==> src/rtl/core/sgg_pkg.sv <==
`timescale 1ns / 1ps
// shared types, constants, glyph and stroke tables for the stroke glyph generator
package sgg_pkg;

  localparam int NUM_SEGS = 79;

  // reciprocal of 5 scaled by 2^18, exact for dividends below 2^18
  localparam logic [15:0] DIV5_RECIP = 16'd52429;
  localparam int          DIV5_SHIFT = 18;

  typedef enum logic {
    OP_MULADD,
    OP_DIV5
  } unit_op_t;

  typedef struct packed {
    unit_op_t    op;
    logic [4:0]  factor;
    logic [11:0] scale;
    logic [3:0]  bias;
    logic [14:0] dividend;
  } unit_req_t;

  typedef enum logic [2:0] {
    REG_SCALE,
    REG_LINE_WIDTH,
    REG_COLOR_RED,
    REG_COLOR_GREEN,
    REG_COLOR_BLUE,
    REG_COLOR_ALPHA
  } reg_index_t;

  typedef struct packed {
    logic       known;
    logic       dot;
    logic [6:0] first;
    logic [3:0] count;
  } glyph_info_t;

  // stroke list, each word is {x0, y0, x1, y1} in twentieths of the cell
  localparam logic [19:0] SEG_TAB [NUM_SEGS] = '{
    // 0
    {5'd2,5'd2,5'd18,5'd2}, {5'd18,5'd2,5'd18,5'd18}, {5'd18,5'd18,5'd2,5'd18},
    {5'd2,5'd18,5'd2,5'd2},
    // 1
    {5'd10,5'd1,5'd10,5'd19}, {5'd6,5'd4,5'd10,5'd1}, {5'd6,5'd19,5'd14,5'd19},
    // 2
    {5'd2,5'd2,5'd18,5'd2}, {5'd18,5'd2,5'd18,5'd10}, {5'd18,5'd10,5'd2,5'd18},
    {5'd2,5'd18,5'd18,5'd18},
    // 3
    {5'd2,5'd2,5'd18,5'd2}, {5'd18,5'd2,5'd18,5'd10}, {5'd8,5'd10,5'd18,5'd10},
    {5'd18,5'd10,5'd18,5'd18}, {5'd2,5'd18,5'd18,5'd18},
    // 4
    {5'd2,5'd2,5'd2,5'd10}, {5'd2,5'd10,5'd18,5'd10}, {5'd14,5'd2,5'd14,5'd19},
    // 5
    {5'd2,5'd2,5'd18,5'd2}, {5'd2,5'd2,5'd2,5'd10}, {5'd2,5'd10,5'd18,5'd10},
    {5'd18,5'd10,5'd18,5'd18}, {5'd2,5'd18,5'd18,5'd18},
    // 6
    {5'd2,5'd2,5'd18,5'd2}, {5'd2,5'd2,5'd2,5'd18}, {5'd2,5'd10,5'd18,5'd10},
    {5'd18,5'd10,5'd18,5'd18}, {5'd2,5'd18,5'd18,5'd18},
    // 7
    {5'd2,5'd2,5'd18,5'd2}, {5'd18,5'd2,5'd6,5'd18},
    // 8
    {5'd2,5'd2,5'd18,5'd2}, {5'd18,5'd2,5'd18,5'd18}, {5'd18,5'd18,5'd2,5'd18},
    {5'd2,5'd18,5'd2,5'd2}, {5'd2,5'd10,5'd18,5'd10},
    // 9
    {5'd2,5'd2,5'd18,5'd2}, {5'd2,5'd2,5'd2,5'd10}, {5'd2,5'd10,5'd18,5'd10},
    {5'd18,5'd2,5'd18,5'd18}, {5'd2,5'd18,5'd18,5'd18},
    // dot
    {5'd8,5'd17,5'd12,5'd17}, {5'd12,5'd17,5'd12,5'd19}, {5'd12,5'd19,5'd8,5'd19},
    {5'd8,5'd19,5'd8,5'd17},
    // plus
    {5'd4,5'd10,5'd16,5'd10}, {5'd10,5'd4,5'd10,5'd16},
    // minus
    {5'd4,5'd10,5'd16,5'd10},
    // x
    {5'd4,5'd4,5'd16,5'd16}, {5'd4,5'd16,5'd16,5'd4},
    // slash
    {5'd4,5'd18,5'd16,5'd2},
    // equals
    {5'd4,5'd8,5'd16,5'd8}, {5'd4,5'd12,5'd16,5'd12},
    // percent
    {5'd1,5'd19,5'd19,5'd1}, {5'd1,5'd1,5'd6,5'd1}, {5'd6,5'd1,5'd6,5'd6},
    {5'd6,5'd6,5'd1,5'd6}, {5'd1,5'd6,5'd1,5'd1}, {5'd14,5'd14,5'd19,5'd14},
    {5'd19,5'd14,5'd19,5'd19}, {5'd19,5'd19,5'd14,5'd19}, {5'd14,5'd19,5'd14,5'd14},
    // r
    {5'd1,5'd11,5'd4,5'd14}, {5'd4,5'd14,5'd8,5'd4}, {5'd8,5'd4,5'd19,5'd4},
    // A
    {5'd2,5'd18,5'd10,5'd2}, {5'd10,5'd2,5'd18,5'd18}, {5'd5,5'd12,5'd15,5'd12},
    // N
    {5'd2,5'd2,5'd2,5'd18}, {5'd18,5'd2,5'd18,5'd18}, {5'd2,5'd2,5'd18,5'd18},
    // S
    {5'd2,5'd2,5'd18,5'd2}, {5'd2,5'd2,5'd2,5'd10}, {5'd2,5'd10,5'd18,5'd10},
    {5'd18,5'd10,5'd18,5'd18}, {5'd2,5'd18,5'd18,5'd18},
    // C
    {5'd2,5'd2,5'd18,5'd2}, {5'd2,5'd2,5'd2,5'd18}, {5'd2,5'd18,5'd18,5'd18}
  };

  function automatic glyph_info_t glyph_lookup(input logic [7:0] code);
    glyph_info_t g;
    g = '0;
    g.known = 1'b1;
    case (code)
      8'h30: begin g.first = 7'd0;  g.count = 4'd4; end  // 0
      8'h31: begin g.first = 7'd4;  g.count = 4'd3; end  // 1
      8'h32: begin g.first = 7'd7;  g.count = 4'd4; end  // 2
      8'h33: begin g.first = 7'd11; g.count = 4'd5; end  // 3
      8'h34: begin g.first = 7'd16; g.count = 4'd3; end  // 4
      8'h35: begin g.first = 7'd19; g.count = 4'd5; end  // 5
      8'h36: begin g.first = 7'd24; g.count = 4'd5; end  // 6
      8'h37: begin g.first = 7'd29; g.count = 4'd2; end  // 7
      8'h38: begin g.first = 7'd31; g.count = 4'd5; end  // 8
      8'h39: begin g.first = 7'd36; g.count = 4'd5; end  // 9
      8'h2E: begin g.first = 7'd41; g.count = 4'd4; g.dot = 1'b1; end  // dot
      8'h2B: begin g.first = 7'd45; g.count = 4'd2; end  // plus
      8'h2D: begin g.first = 7'd47; g.count = 4'd1; end  // minus
      8'h78: begin g.first = 7'd48; g.count = 4'd2; end  // x
      8'h2F: begin g.first = 7'd50; g.count = 4'd1; end  // slash
      8'h3D: begin g.first = 7'd51; g.count = 4'd2; end  // equals
      8'h25: begin g.first = 7'd53; g.count = 4'd9; end  // percent
      8'h72: begin g.first = 7'd62; g.count = 4'd3; end  // r
      8'h41: begin g.first = 7'd65; g.count = 4'd3; end  // A
      8'h4E: begin g.first = 7'd68; g.count = 4'd3; end  // N
      8'h53: begin g.first = 7'd71; g.count = 4'd5; end  // S
      8'h43: begin g.first = 7'd76; g.count = 4'd3; end  // C
      default: g.known = 1'b0;
    endcase
    return g;
  endfunction

  function automatic logic signed [15:0] sat16(input logic signed [17:0] v);
    logic signed [15:0] r;
    if (v > 18'sd32767) begin
      r = 16'sh7FFF;
    end else if (v < -18'sd32768) begin
      r = 16'sh8000;
    end else begin
      r = v[15:0];
    end
    return r;
  endfunction

endpackage

==> src/rtl/core/sgg_unit.sv <==
`timescale 1ns / 1ps
// shared multiplier: scale-and-bias step and divide-by-five step
module sgg_unit import sgg_pkg::*; (
  input  unit_req_t   req,
  output logic [16:0] res
);

  logic [15:0] mul_a;
  logic [14:0] mul_b;
  logic [30:0] prod;

  assign prod = 31'(mul_a) * 31'(mul_b);

  always_comb begin
    mul_a = '0;
    mul_b = '0;
    res   = '0;
    case (req.op)
      OP_MULADD: begin
        // factor * scale + bias, at most 19 * 4095 + 10
        mul_a = 16'(req.factor);
        mul_b = 15'(req.scale);
        res   = prod[16:0] + 17'(req.bias);
      end
      OP_DIV5: begin
        mul_a = DIV5_RECIP;
        mul_b = req.dividend;
        res   = 17'(prod[30:DIV5_SHIFT]);
      end
      default: begin
        res = '0;
      end
    endcase
  end

endmodule

==> src/rtl/core/stroke_glyph_generator.sv <==
`timescale 1ns / 1ps
// top level of the stroke glyph generator: sequencer, config registers, result words
//
// A character is taken when start is high and busy is low. Known characters
// (0-9 . + - x / = % r A N S C) give one result word per stroke, in stroke order,
// each on the result ports for a single cycle with result_valid high; last marks
// the final stroke. The receiver cannot hold results off, so it must take each
// word in the cycle it is shown. All arithmetic runs through one shared
// multiplier, used twice per coordinate (scale times table value, then divide by
// five through a reciprocal). A known character keeps busy high from the accept
// through the advance steps and, for each of its strokes (up to 9), four
// coordinate steps and an emit; no new character is taken meanwhile. An unknown code
// gives a single word with has_segment low in the cycle after the accept and never
// raises busy. Configuration words may be written at any time through the cfg
// channel (cfg_ready is always high) but should only be written while idle.
// Color words are taken and dropped: no port carries them.
module stroke_glyph_generator import sgg_pkg::*; #(
  parameter int COORD_FRAC_BITS = 4
) (
  input  logic               clk,
  input  logic               rst,
  // command side
  input  logic               start,
  output logic               busy,
  input  logic [7:0]         glyph_code,
  input  logic signed [15:0] origin_x,
  input  logic signed [15:0] origin_y,
  // configuration channel
  input  logic               cfg_valid,
  output logic               cfg_ready,
  input  logic [2:0]         cfg_index,
  input  logic [11:0]        cfg_data,
  // result side
  output logic               result_valid,
  output logic               has_segment,
  output logic signed [15:0] start_x,
  output logic signed [15:0] start_y,
  output logic signed [15:0] end_x,
  output logic signed [15:0] end_y,
  output logic signed [15:0] box_min_x,
  output logic signed [15:0] box_min_y,
  output logic signed [15:0] box_max_x,
  output logic signed [15:0] box_max_y,
  output logic [12:0]        advance,
  output logic               last
);

  // 1.5 rounded half up onto the fixed-point grid
  localparam int PAD_CONST = ((3 << COORD_FRAC_BITS) + 1) >> 1;

  typedef enum logic [2:0] {
    ST_IDLE,
    ST_ADV_MUL,
    ST_ADV_DIV,
    ST_CO_MUL,
    ST_CO_DIV,
    ST_EMIT
  } state_t;

  state_t state;

  // config registers
  logic [11:0] scale;
  logic [7:0]  line_width;

  // per-character working registers
  logic signed [15:0] ox;
  logic signed [15:0] oy;
  logic [6:0]         seg_ptr;
  logic [3:0]         seg_left;
  logic               dot;
  logic [1:0]         k;          // coordinate in flight: x0, y0, x1, y1
  logic [16:0]        acc;
  logic signed [16:0] crd [4];
  logic [12:0]        adv;

  glyph_info_t        lk;
  unit_req_t          req;
  logic [16:0]        res;
  logic [19:0]        seg_word;
  logic [4:0]         tval;
  logic signed [16:0] origin_sel;
  logic signed [16:0] placed;
  logic [9:0]         pad;
  logic signed [16:0] min_x, min_y, max_x, max_y;
  logic signed [17:0] bmin_x, bmin_y, bmax_x, bmax_y;

  assign busy      = (state != ST_IDLE);
  assign cfg_ready = 1'b1;

  // config write, upper data bits dropped, unknown indexes ignored
  always_ff @(posedge clk) begin
    if (rst) begin
      scale      <= 12'd256;
      line_width <= 8'd16;
    end else if (cfg_valid && cfg_ready) begin
      case (cfg_index)
        REG_SCALE:      scale      <= cfg_data;
        REG_LINE_WIDTH: line_width <= cfg_data[7:0];
        default: ;
      endcase
    end
  end

  assign lk = glyph_lookup(glyph_code);

  // table value for the coordinate in flight
  assign seg_word = SEG_TAB[seg_ptr];
  always_comb begin
    case (k)
      2'd0:    tval = seg_word[19:15];
      2'd1:    tval = seg_word[14:10];
      2'd2:    tval = seg_word[9:5];
      default: tval = seg_word[4:0];
    endcase
  end

  // operand select for the shared unit
  always_comb begin
    req       = '0;
    req.scale = scale;
    case (state)
      ST_ADV_MUL: begin
        req.op     = OP_MULADD;
        req.factor = dot ? 5'd6 : 5'd11;
        req.bias   = 4'd5;
      end
      ST_ADV_DIV: begin
        // (tenths * scale + 5) / 10 as ((...) >> 1) / 5
        req.op       = OP_DIV5;
        req.dividend = acc[15:1];
      end
      ST_CO_MUL: begin
        req.op     = OP_MULADD;
        req.factor = tval;
        req.bias   = 4'd10;
      end
      ST_CO_DIV: begin
        // (t * scale + 10) / 20 as ((...) >> 2) / 5
        req.op       = OP_DIV5;
        req.dividend = acc[16:2];
      end
      default: begin
        req.op = OP_MULADD;
      end
    endcase
  end

  sgg_unit u_unit (
    .req (req),
    .res (res)
  );

  // even coordinates are x, odd are y
  assign origin_sel = k[0] ? 17'(oy) : 17'(ox);
  assign placed     = origin_sel + $signed({5'b0, res[11:0]});

  // box from unclipped endpoints, then saturated on its own
  assign pad    = 10'(line_width) + 10'(PAD_CONST);
  assign min_x  = (crd[0] < crd[2]) ? crd[0] : crd[2];
  assign max_x  = (crd[0] > crd[2]) ? crd[0] : crd[2];
  assign min_y  = (crd[1] < crd[3]) ? crd[1] : crd[3];
  assign max_y  = (crd[1] > crd[3]) ? crd[1] : crd[3];
  assign bmin_x = 18'(min_x) - $signed({8'b0, pad});
  assign bmin_y = 18'(min_y) - $signed({8'b0, pad});
  assign bmax_x = 18'(max_x) + $signed({8'b0, pad});
  assign bmax_y = 18'(max_y) + $signed({8'b0, pad});

  always_ff @(posedge clk) begin
    if (rst) begin
      state        <= ST_IDLE;
      result_valid <= 1'b0;
    end else begin
      result_valid <= 1'b0;
      case (state)
        ST_IDLE: begin
          if (start) begin
            if (lk.known) begin
              ox       <= origin_x;
              oy       <= origin_y;
              seg_ptr  <= lk.first;
              seg_left <= lk.count;
              dot      <= lk.dot;
              state    <= ST_ADV_MUL;
            end else begin
              // unknown code: one empty word, half-scale advance
              result_valid <= 1'b1;
              has_segment  <= 1'b0;
              start_x      <= '0;
              start_y      <= '0;
              end_x        <= '0;
              end_y        <= '0;
              box_min_x    <= '0;
              box_min_y    <= '0;
              box_max_x    <= '0;
              box_max_y    <= '0;
              advance      <= 13'((14'(scale) + 14'd1) >> 1);
              last         <= 1'b1;
            end
          end
        end
        ST_ADV_MUL: begin
          acc   <= res;
          state <= ST_ADV_DIV;
        end
        ST_ADV_DIV: begin
          adv   <= res[12:0];
          k     <= 2'd0;
          state <= ST_CO_MUL;
        end
        ST_CO_MUL: begin
          acc   <= res;
          state <= ST_CO_DIV;
        end
        ST_CO_DIV: begin
          crd[k] <= placed;
          if (k == 2'd3) begin
            state <= ST_EMIT;
          end else begin
            k     <= k + 2'd1;
            state <= ST_CO_MUL;
          end
        end
        ST_EMIT: begin
          result_valid <= 1'b1;
          has_segment  <= 1'b1;
          start_x      <= sat16(18'(crd[0]));
          start_y      <= sat16(18'(crd[1]));
          end_x        <= sat16(18'(crd[2]));
          end_y        <= sat16(18'(crd[3]));
          box_min_x    <= sat16(bmin_x);
          box_min_y    <= sat16(bmin_y);
          box_max_x    <= sat16(bmax_x);
          box_max_y    <= sat16(bmax_y);
          advance      <= adv;
          last         <= (seg_left == 4'd1);
          seg_left     <= seg_left - 4'd1;
          seg_ptr      <= seg_ptr + 7'd1;
          k            <= 2'd0;
          state        <= (seg_left == 4'd1) ? ST_IDLE : ST_CO_MUL;
        end
        default: begin
          state <= ST_IDLE;
        end
      endcase
    end
  end

  // empty word always closes its character
  a_empty_is_last: assert property (@(posedge clk) disable iff (rst)
    result_valid && !has_segment |-> last)
    else $error("empty result word without last");

  // a known character keeps the block busy
  a_known_goes_busy: assert property (@(posedge clk) disable iff (rst)
    start && !busy && lk.known |=> busy)
    else $error("known glyph accepted but block not busy");

  // every emit cycle shows a word next cycle
  a_emit_shows_word: assert property (@(posedge clk) disable iff (rst)
    state == ST_EMIT |=> result_valid && has_segment)
    else $error("emit without result word");

  // more strokes follow a word that is not last
  a_not_last_busy: assert property (@(posedge clk) disable iff (rst)
    result_valid && !last |-> busy)
    else $error("non-final word but sequencer idle");

  // padded box reaches past the clipped segment on the low x side and the high y side
  a_box_encloses: assert property (@(posedge clk) disable iff (rst)
    result_valid && has_segment |->
      box_min_x <= start_x && box_min_x <= end_x &&
      box_max_y >= start_y && box_max_y >= end_y)
    else $error("bounding box does not enclose segment");

endmodule

==> config.mk <==
export PLATFORM = sky130hd
export DESIGN_NAME = stroke_glyph_generator
export DESIGN_NICKNAME = d
export VERILOG_FILES = /design/src/rtl/core/sgg_pkg.sv /design/src/rtl/core/sgg_unit.sv /design/src/rtl/core/stroke_glyph_generator.sv
export SDC_FILE = /design/constraint.sdc
export NUM_CORES = 1
export LEC_CHECK = 0
export BUFFER_PORTS_ARGS = -buffer_cell sky130_fd_sc_hd__buf_2
export CAP_MARGIN = 20
export CORE_MARGIN = 5
export CORE_UTILIZATION = 45
export DETAILED_ROUTE_END_ITERATION = 8
export GPL_TIMING_DRIVEN = 0
export PLACE_DENSITY = 0.69
export SYNTH_ARGS = -nofsm -noshare
export SYNTH_HDL_FRONTEND = slang
export SYNTH_SLANG_ARGS = --single-unit
==> constraint.sdc <==
create_clock -name clk -period 18.1 [get_ports clk]
set_input_delay 0.905 -clock clk [delete_from_list [all_inputs] [get_ports clk]]
set_output_delay 0.905 -clock clk [all_outputs]
set_load 0.005 [all_outputs]
# Word level (Yosys, flattened, before mapping)

Memory sizes are Yosys's and may differ from the RTL's.
Cells that the tools add are included.

Register bits: 243
Bits in writable memories: 68
Bits in read-only memories: 2,560
Bits of input ports: 59
Output and inout port bits: 146
Logic and storage cells: 189
Memories: 2

Add/subtract/negate cells: 11
Multiply operators: 1
$lt $le $gt $ge: 21
Eq/ne operators: 36
Multiplexer cells: 73
Bitwise operators: 3
Reduce and logical (&&, ||, !) cells: 19

Memories:

| memory          | depth | bits a word | rd ports | clocked after Yosys merged registers in | wr ports | line                          | text |
|---|---|---|---|---|---|---|---|
| (no name shown) | 128   | 20          | 1        | 0                                       | 0        | stroke_glyph_generator.sv:108 | `assign seg_word = SEG_TAB[seg_ptr];` |
| crd             | 4     | 17          | 4        | 0                                       | 1        | stroke_glyph_generator.sv:74  | `logic signed [16:0] crd [4];` |

Operators by type and width:

| kind                 | number |
|---|---|
| $mux 16              | 18 |
| $pmux 16 s2          | 9 |
| $pmux 11 s22         | 1 |
| $eq 8x6->1 const B   | 16 |
| $mux 17              | 5 |
| $gt 18x16->1 const B | 4 |
| $lt 18x16->1 const B | 4 |
| $gt 17x16->1 const B | 4 |
| $lt 17x16->1 const B | 4 |
| $pmux 15 s2          | 2 |
| $eq 8x7->1 const B   | 6 |
| $mux 20              | 2 |
| $add 17x10->18       | 2 |
| $sub 17x10->18       | 2 |
| $gt 17x17->1         | 2 |
| $lt 17x17->1         | 2 |
| $pmux 17 s2          | 1 |
| $mul 16x15->31       | 1 |
| $mux 13              | 2 |
| $pmux 13 s2          | 1 |
| $reduce_or 22->1     | 1 |
| $pmux 3 s6           | 1 |
| $add 17x13->17       | 1 |
| $add 17x4->17        | 1 |
| other kinds (34)     | 72 |

# Logic depth before layout (Yosys ltp)

Gate-level depths: netlist (run 1).

Word-level depth: 11
Depth in mapped cells: 47
Mapped depth without buffers: 44

# Cells and area by module

From an unflattened synthesis (run 1), not the netlist that was laid out.

Cell total of the unflattened synthesis: 2,607
Area, all modules: 25,070.3 um^2

By module, submodules not included:

| module                 | instances | cells an instance | area an instance (um^2) | seq. area each (um^2) |
|---|---|---|---|---|
| stroke_glyph_generator | 1         | 1,852             | 18,581.6                | 9,068.7 |
| sgg_unit               | 1         | 755               | 6,488.7                 | 0.0 |

# Worst setup path after synthesis (run 1)

Ideal clock, no wire load.

Kind: register to register
From: register seg_ptr[0]
To: memory crd[0][15], data pin
Setup time: 0.239 ns
Arrival: 9.637 ns
Setup slack: 8.224 ns
Stages on the path, launching flop included: 43
Cell sequence: edfxtp_1 > clkbuf_1 > inv_1 > ha_1 > or3b_2 > a21oi_1 > o21ai_0 > o21ai_0 > a21oi_1 > o22ai_1 > a21oi_1 > a2bb2oi_1 > o21ai_0 > clkbuf_1 > nand2_1 > fa_1 > fa_1 > fa_1 > (+7 left out) > a21o_1 > a221o_1 > a41oi_1 > nand2_1 > o21ai_0 > nor2b_1 > o21ai_0 > xnor2_1 > o21ai_0 > ha_1 > a21oi_1 > o21bai_1 > a21oi_1 > nor2b_1 > a221oi_4 > o21ai_2 > and4_1 > nor4_1

Cells in the longest elaborated chain, start to end: 11

Ends and longest elaborated chain:

| item                                          | line                          | text |
|---|---|---|
| start: declaration                            | stroke_glyph_generator.sv:69  | `logic [6:0] seg_ptr;` |
| start signal: assignment                      | stroke_glyph_generator.sv:181 | `seg_ptr <= lk.first;` |
| start signal: assignment                      | stroke_glyph_generator.sv:238 | `seg_ptr <= seg_ptr + 7'd1;` |
| $not 7->8 (not written as such) *             | stroke_glyph_generator.sv:108 |  |
| $mem_v2 128x20 *                              | -                             |  |
| $mux 20 (not written as such) * (2 in series) | stroke_glyph_generator.sv:108 |  |
| $pmux 5 s3 *                                  | stroke_glyph_generator.sv:110 | `case (k)` |
| $pmux 5 s2 *                                  | stroke_glyph_generator.sv:122 | `case (state)` |
| $pmux 16 s2 *                                 | sgg_unit.sv:18                | `case (req.op)` |
| $mul 16x15->31 *                              | sgg_unit.sv:12                | `assign prod = 31'(mul_a) * 31'(mul_b);` |
| $add 17x4->17                                 | sgg_unit.sv:23                | `res = prod[16:0] + 17'(req.bias);` |
| $pmux 17 s2 *                                 | sgg_unit.sv:18                |  |
| named net res[2]                              | stroke_glyph_generator.sv:79  | `logic [16:0] res;` |
| $add 17x13->17 *                              | stroke_glyph_generator.sv:156 | `assign placed = origin_sel + $signed({5'b0, res[11:0]});` |
| named net placed[15]                          | stroke_glyph_generator.sv:83  | `logic signed [16:0] placed;` |
| end: declaration                              | stroke_glyph_generator.sv:74  |  |

The timed path passes the listed nets; every way through them passes the cells marked *. The select of a mux whose other input is x is not followed.

# Worst setup path after layout (run 1)

From: register seg_ptr[0]
To: memory crd[3][12], data pin

Same word-level chain as after synthesis.

==> run summary, run 1 <==
status: finished, final reports clean
I/O pin total: 205
EDFF count, synth: 286
Worst IR Drop VDD: 0.0656 mV
Worst Max-Slew Pin Slew: 1.01 ns
Die Width: 243 µm
Mapped Cells: 2558
Post-CTS Setup Bufs: 0
GPL Wtd Cong: 1.03
post-layout util: 51.2%
post-DR wirelength/cell: 21.6 µm
final instance area: 27500 µm²
register area share after synthesis: 37.2%
clock slew at reported path FFs: 0.06 ns
clock network fraction of total power: 42.4%
Die Area: 59000 µm²
first-pass GRT wire length: 118000 µm
synth warn: 0
DRC viols: 0
Seq. cell area: 9070 µm²
Setup CP Type: reg -> reg
WP depth: 40
synthesis-stage register bit count: 310
cts repair resizes: 0
R2R cell count: 40
Power Total: 1.61 mW
Relative slew margins: 32.5%
switching share of power: 23.3%
GRT met1 Usage: 33.8%
initial antenna violation count: 0
Syn Std Cell Area: 24400 µm²
largest delay contributor family on the critical path: compound AO/OA/AOI/OAI gates
via count: 20300
CP max-delay cell: o41ai_1
CP startpoint kind: flop
leakage power: 12.0 nW
count of port buffers added during placement: 200
final WL: 76100 µm
count of final setup violators: 0
RSZ-0062 raised after global routing: false
CTS tree: built
fillers: 4932
multi-input logic area: 13900 µm²
Worst Path Buf+Inv: 8
Comb pwr share: 7.4%
share of cells above drive strength 1: 12.0%
Max Cap Viol: 0
clock latency on the worst-skew pair: 0.55 ns
Fmax achieved: 0.0768 GHz
Data required, critical path: 18.34 ns
Placement Cell Area: 26400 µm²
period utilization: 72.0%
vias in the first global route: 20400
sequential cell fraction of total power: 50.1%
post-cts hold buffer count: 0
M2 GR Usage: 41.1%
Core Region: 53800 µm²
first-pass detailed-route iteration total: 6
starting density of the core: 45.3%
Slew Limit Fails: 0
dominant synthesized flop cell: edfxtp_1
asr flop ratio synth: 0%
H-tree depth: 2
Power Dens Cells: 58.3 nW/µm²
CTS max path bufs: 3
Fin. Hold Viols: 0
hold path depth: 2
DPL Wire Length: 61400 µm
met3 Use GR: 4.18%
ANT cells: 0
GRT Total Usage: 25.3%
Inserted Clock Buffers: 35
CP arrival: 13.26 ns
switching power total: 0.373 mW
Critical Path Max Stage Delay: 0.77 ns
P_int: 1.23 mW
# rows: 85
crit end category: flop
clock root buffer: clkbuf_16
total gr overflow: 0
Min-Delay Path Class: reg -> reg
min cycle time layout: 13.02 ns
crit-path max FO: 10
distinct cell type count after synthesis: 84
Top Usage Layer GRT: met2
syn avg cell area: 9.54 µm²
clk_skew: 0.0374 ns
Largest register FFs: 68
largest register by flop count: crd
Post-DRT Antenna Nets: 0
nets: 3207
die height: 243 µm
setup TNS: 0 ns
vias per inst: 5.75
slack of the worst reg-to-reg path: 5.08 ns
pin count of the biggest net entering global routing: 34
CTS Sinks: 310
Area growth syn-to-layout: 12.9%
DRT iter0 DRCs: 1869
-- final timing paths --
check | startpoint | end
worst max-delay path | seg_ptr[0] | crd[3][12]
worst min-delay path | line_width[7] | line_width[7]
worst max register to register | seg_ptr[0] | crd[3][12]
worst min register to register | line_width[7] | line_width[7]
-- per-layer routing --
| layer | routed length, µm | vias to the layer above |
|---|---|---|
| met1 | 31800 | 9752 |
| li1 | - | 9490 |
| met3 | 5520 | 185 |
| met5 | 0 | - |
| met4 | 3530 | 0 |
| met2 | 35300 | 877 |
-- cells in the mapped netlist, drive strengths merged, types with 33 or more instances --
cell type | n | share of area (%)
a21oi | 186 | 3.8
clkbuf | 77 | 1.2
edfxtp | 286 | 35
fa | 104 | 8.5
ha | 235 | 12
inv | 261 | 4.0
mux2 | 35 | 1.6
nand2 | 205 | 3.2
nand2b | 33 | 0.85
nand3 | 53 | 1.1
nor2 | 283 | 4.4
nor3 | 35 | 0.72
o21ai | 181 | 3.7
xnor2 | 71 | 2.5
xor2 | 58 | 2.1
-- worst min-delay path: stages, from the launching register on --
cell,delay [ns]
dfxtp_1,0.33
nand2_1,0.06
a21oi_1,0.06
-- per-stage QoR --
| stage | hold WS, ns | setup WS, ns | instances |
|---|---|---|---|
| 6_report | 0.496 | 5.08 | 3530 |
| 5_1_grt | 0.522 | 4.43 | 3530 |
| 4_1_cts | 0.498 | 4.85 | 3528 |
| 3_5_place_dp | 0.489 | 4.94 | 3466 |
| 3_3_place_gp | 0.487 | 4.85 | 3459 |
| 2_1_floorplan | 0.462 | 8.22 | 2563 |
-- power groups by stage --
| stage | logic (mW) | clock network, mW | registers, mW |
|---|---|---|---|
| after CTS | 0.119 | 0.692 | 0.805 |
| after global routing | 0.131 | 0.721 | 0.806 |
| after detailed placement | 0.118 | 0 | 0.820 |
| after global placement | 0.113 | 0 | 0.827 |
| final | 0.119 | 0.681 | 0.805 |
| after floorplan | 0.0640 | 0 | 0.824 |
-- layout by cell type, fill, tap and decap left out, types with 53 or more instances in the layout --
cell type  instances
buf_2            212
ha_1             235
inv_1            261
xnor2_1           71
nand2_1          205
o21ai_0          167
a21oi_1          185
clkbuf_1          81
xor2_1            58
nor2_1           282
fa_1             104
edfxtp_1         286
nand3_1           53
-- logic make-up after synthesis --
logic type                 count (synthesis)  synth area share, %
buffers and inverters                    369                 5.83
adders and majority gates                339                 20.6
AOI/OAI and AO/OA                        593                 14.9
xor gates and xnor gates                 129                 4.63
muxes                                     61                 2.70
other                                      2               0.0308
DFF                                      310                 37.2
and+or+nand+nor                          755                 14.2
-- area by class of cell --
type | count | area share [%]
Timing Repair Buffer | 209 | 4.15
Clock inverter | 19 | 0.531
Sequential cell | 310 | 32.9
Tap cell | 696 | 3.16
Multi-Input combinational cell | 1884 | 50.6
Clock buffer | 43 | 3.45
Buffer | 108 | 1.61
Inverter | 261 | 3.56
Note: power is estimated with default switching activity, not from simulation.
==> inputs of run 2 (changes only) <==
clock period = 13 ns   (was 18.1 ns; I/O delays follow)
==> run summary, run 2 (same netlist as run 1, synthesis figures left out) <==
placed insts: 3466
Fmax achieved: 0.0806 GHz
pin count of the biggest net entering global routing: 34
period utilization: 95.5%
initial antenna violation count: 0
Relative slew margins: 32.4%
die height: 243 µm
M1 WL: 31500 µm
clock root buffer: clkbuf_16
CTS max path bufs: 3
vias in the first global route: 20400
largest register by flop count: crd
CP max-delay cell: edfxtp_1
starting density of the core: 45.3%
CTS tree: built
Post-DRT Antenna Nets: 0
Area growth syn-to-layout: 13.0%
Power Dens Cells: 81.1 nW/µm²
Die Width: 243 µm
crit end category: flop
reg-to-reg startpoint: seg_ptr[0]
clk_skew: 0.0364 ns
leakage power: 12.0 nW
I/O pin total: 205
H-tree depth: 2
DPL Wire Length: 61400 µm
# rows: 85
share of cells above drive strength 1: 12.1%
met2 WL post-DR: 35400 µm
Worst Path Buf+Inv: 8
Inserted Clock Buffers: 35
CP arrival: 12.66 ns
Worst Max-Slew Pin Slew: 1.01 ns
Largest register FFs: 68
CTS Sinks: 310
RSZ-0062 raised after global routing: false
DRC viols: 0
clock slew at reported path FFs: 0.06 ns
count of port buffers added during placement: 200
largest delay contributor family on the critical path: compound AO/OA/AOI/OAI gates
commonest non-fill, non-tap cells in the layout: edfxtp_1, nor2_1, inv_1
nets: 3206
Top Metal Used: met4
CP startpoint kind: flop
Core Region: 53800 µm²
Slew Limit Fails: 0
setup TNS: 0 ns
vias per inst: 5.75
CP startpoint: seg_ptr[0]
Max Cap Viol: 0
crit-path max FO: 10
status: finished, final reports clean
most common cell after layout, fill and taps aside: edfxtp_1
Worst IR Drop VDD: 0.0913 mV
startpoint of the worst hold path: origin_x[1]
Min-Delay Path Class: in -> reg
ANT cells: 0
clock latency on the worst-skew pair: 0.55 ns
post-DR wirelength/cell: 21.6 µm
Data required, critical path: 13.25 ns
first-pass GRT wire length: 118000 µm
GPL Wtd Cong: 1.03
Setup CP Type: reg -> reg
via count: 20300
fin cells: 3529
first-pass detailed-route iteration total: 6
final WL: 76200 µm
Critical Path Max Stage Delay: 0.58 ns
Die Area: 59000 µm²
Post-CTS Setup Bufs: 0
DRT iter0 DRCs: 1849
min cycle time layout: 12.41 ns
metal3 WL: 5840 µm
Fin. Hold Viols: 0
GRT Total Usage: 25.3%
total gr overflow: 0
count of final setup violators: 0
## run 2: cell type report
type                            count  area, µm²
Tap cell                          696        871
Clock inverter                     19        146
Inverter                          261        980
Clock buffer                       43        950
Multi-Input combinational cell   1884      14000
Fill cell                        4929      26200
Sequential cell                   310       9070
Buffer                            108        444
Timing Repair Buffer              208       1140
## run 2: metal layers
layer,vias up,global-route usage [%]
li1,9482,-
met1,9747,33.8
met5,-,0
met3,175,4.18
met2,873,41.1
met4,0,10.6
## run 2: worst paths after layout
kind / cells past startpoint / to / slack (ns)
setup / recovery: 44 / crd[1][15] / 0.59
hold reg to reg: 2 / line_width[7] / 0.50
setup reg to reg: 44 / crd[1][15] / 0.59
hold / removal: 1 / ox[1] / 0.29
## run 2: power by group
group | switching (mW) | total, mW | leakage [nW] | internal (mW)
logic | 0.106 | 0.167 | 8.56 | 0.0605
registers | 0.0106 | 1.12 | 2.87 | 1.11
clock network | 0.403 | 0.948 | 0.543 | 0.545
## run 2: stage by stage
stage | utilization, % | total power [mW] | worst slack [ns] | cell area [µm²] | hold slack, ns
2_1_floorplan | - | 1.24 | 3.12 | 24400 | 0.462
3_3_place_gp | 48.8 | 1.31 | -0.0802 | 26300 | 0.487
3_5_place_dp | 49.1 | 1.31 | -0.156 | 26400 | 0.489
4_1_cts | 51.2 | 2.25 | 0.141 | 27500 | 0.271
5_1_grt | 51.2 | 2.31 | 0.0730 | 27600 | 0.275
6_report | 51.2 | 2.24 | 0.590 | 27600 | 0.293
## run 2: worst register-to-register path: cells and delay by family (launching register included)
kind,cells,cell delay (ns)
buffers and inverters,8,1.46
AO/OA/AOI/OAI,18,4.01
adder cells (fa/ha/maj),9,3.95
flip-flops,1,0.58
XOR/XNOR,1,0.41
AND/OR/NAND/NOR,8,1.71
## run 2: repair_timing
action / 4_1_cts / 5_1_grt
setup endpoints to repair: 4 / 36
gates resized for setup: 1 / 9
hold buffers: 0 / 0
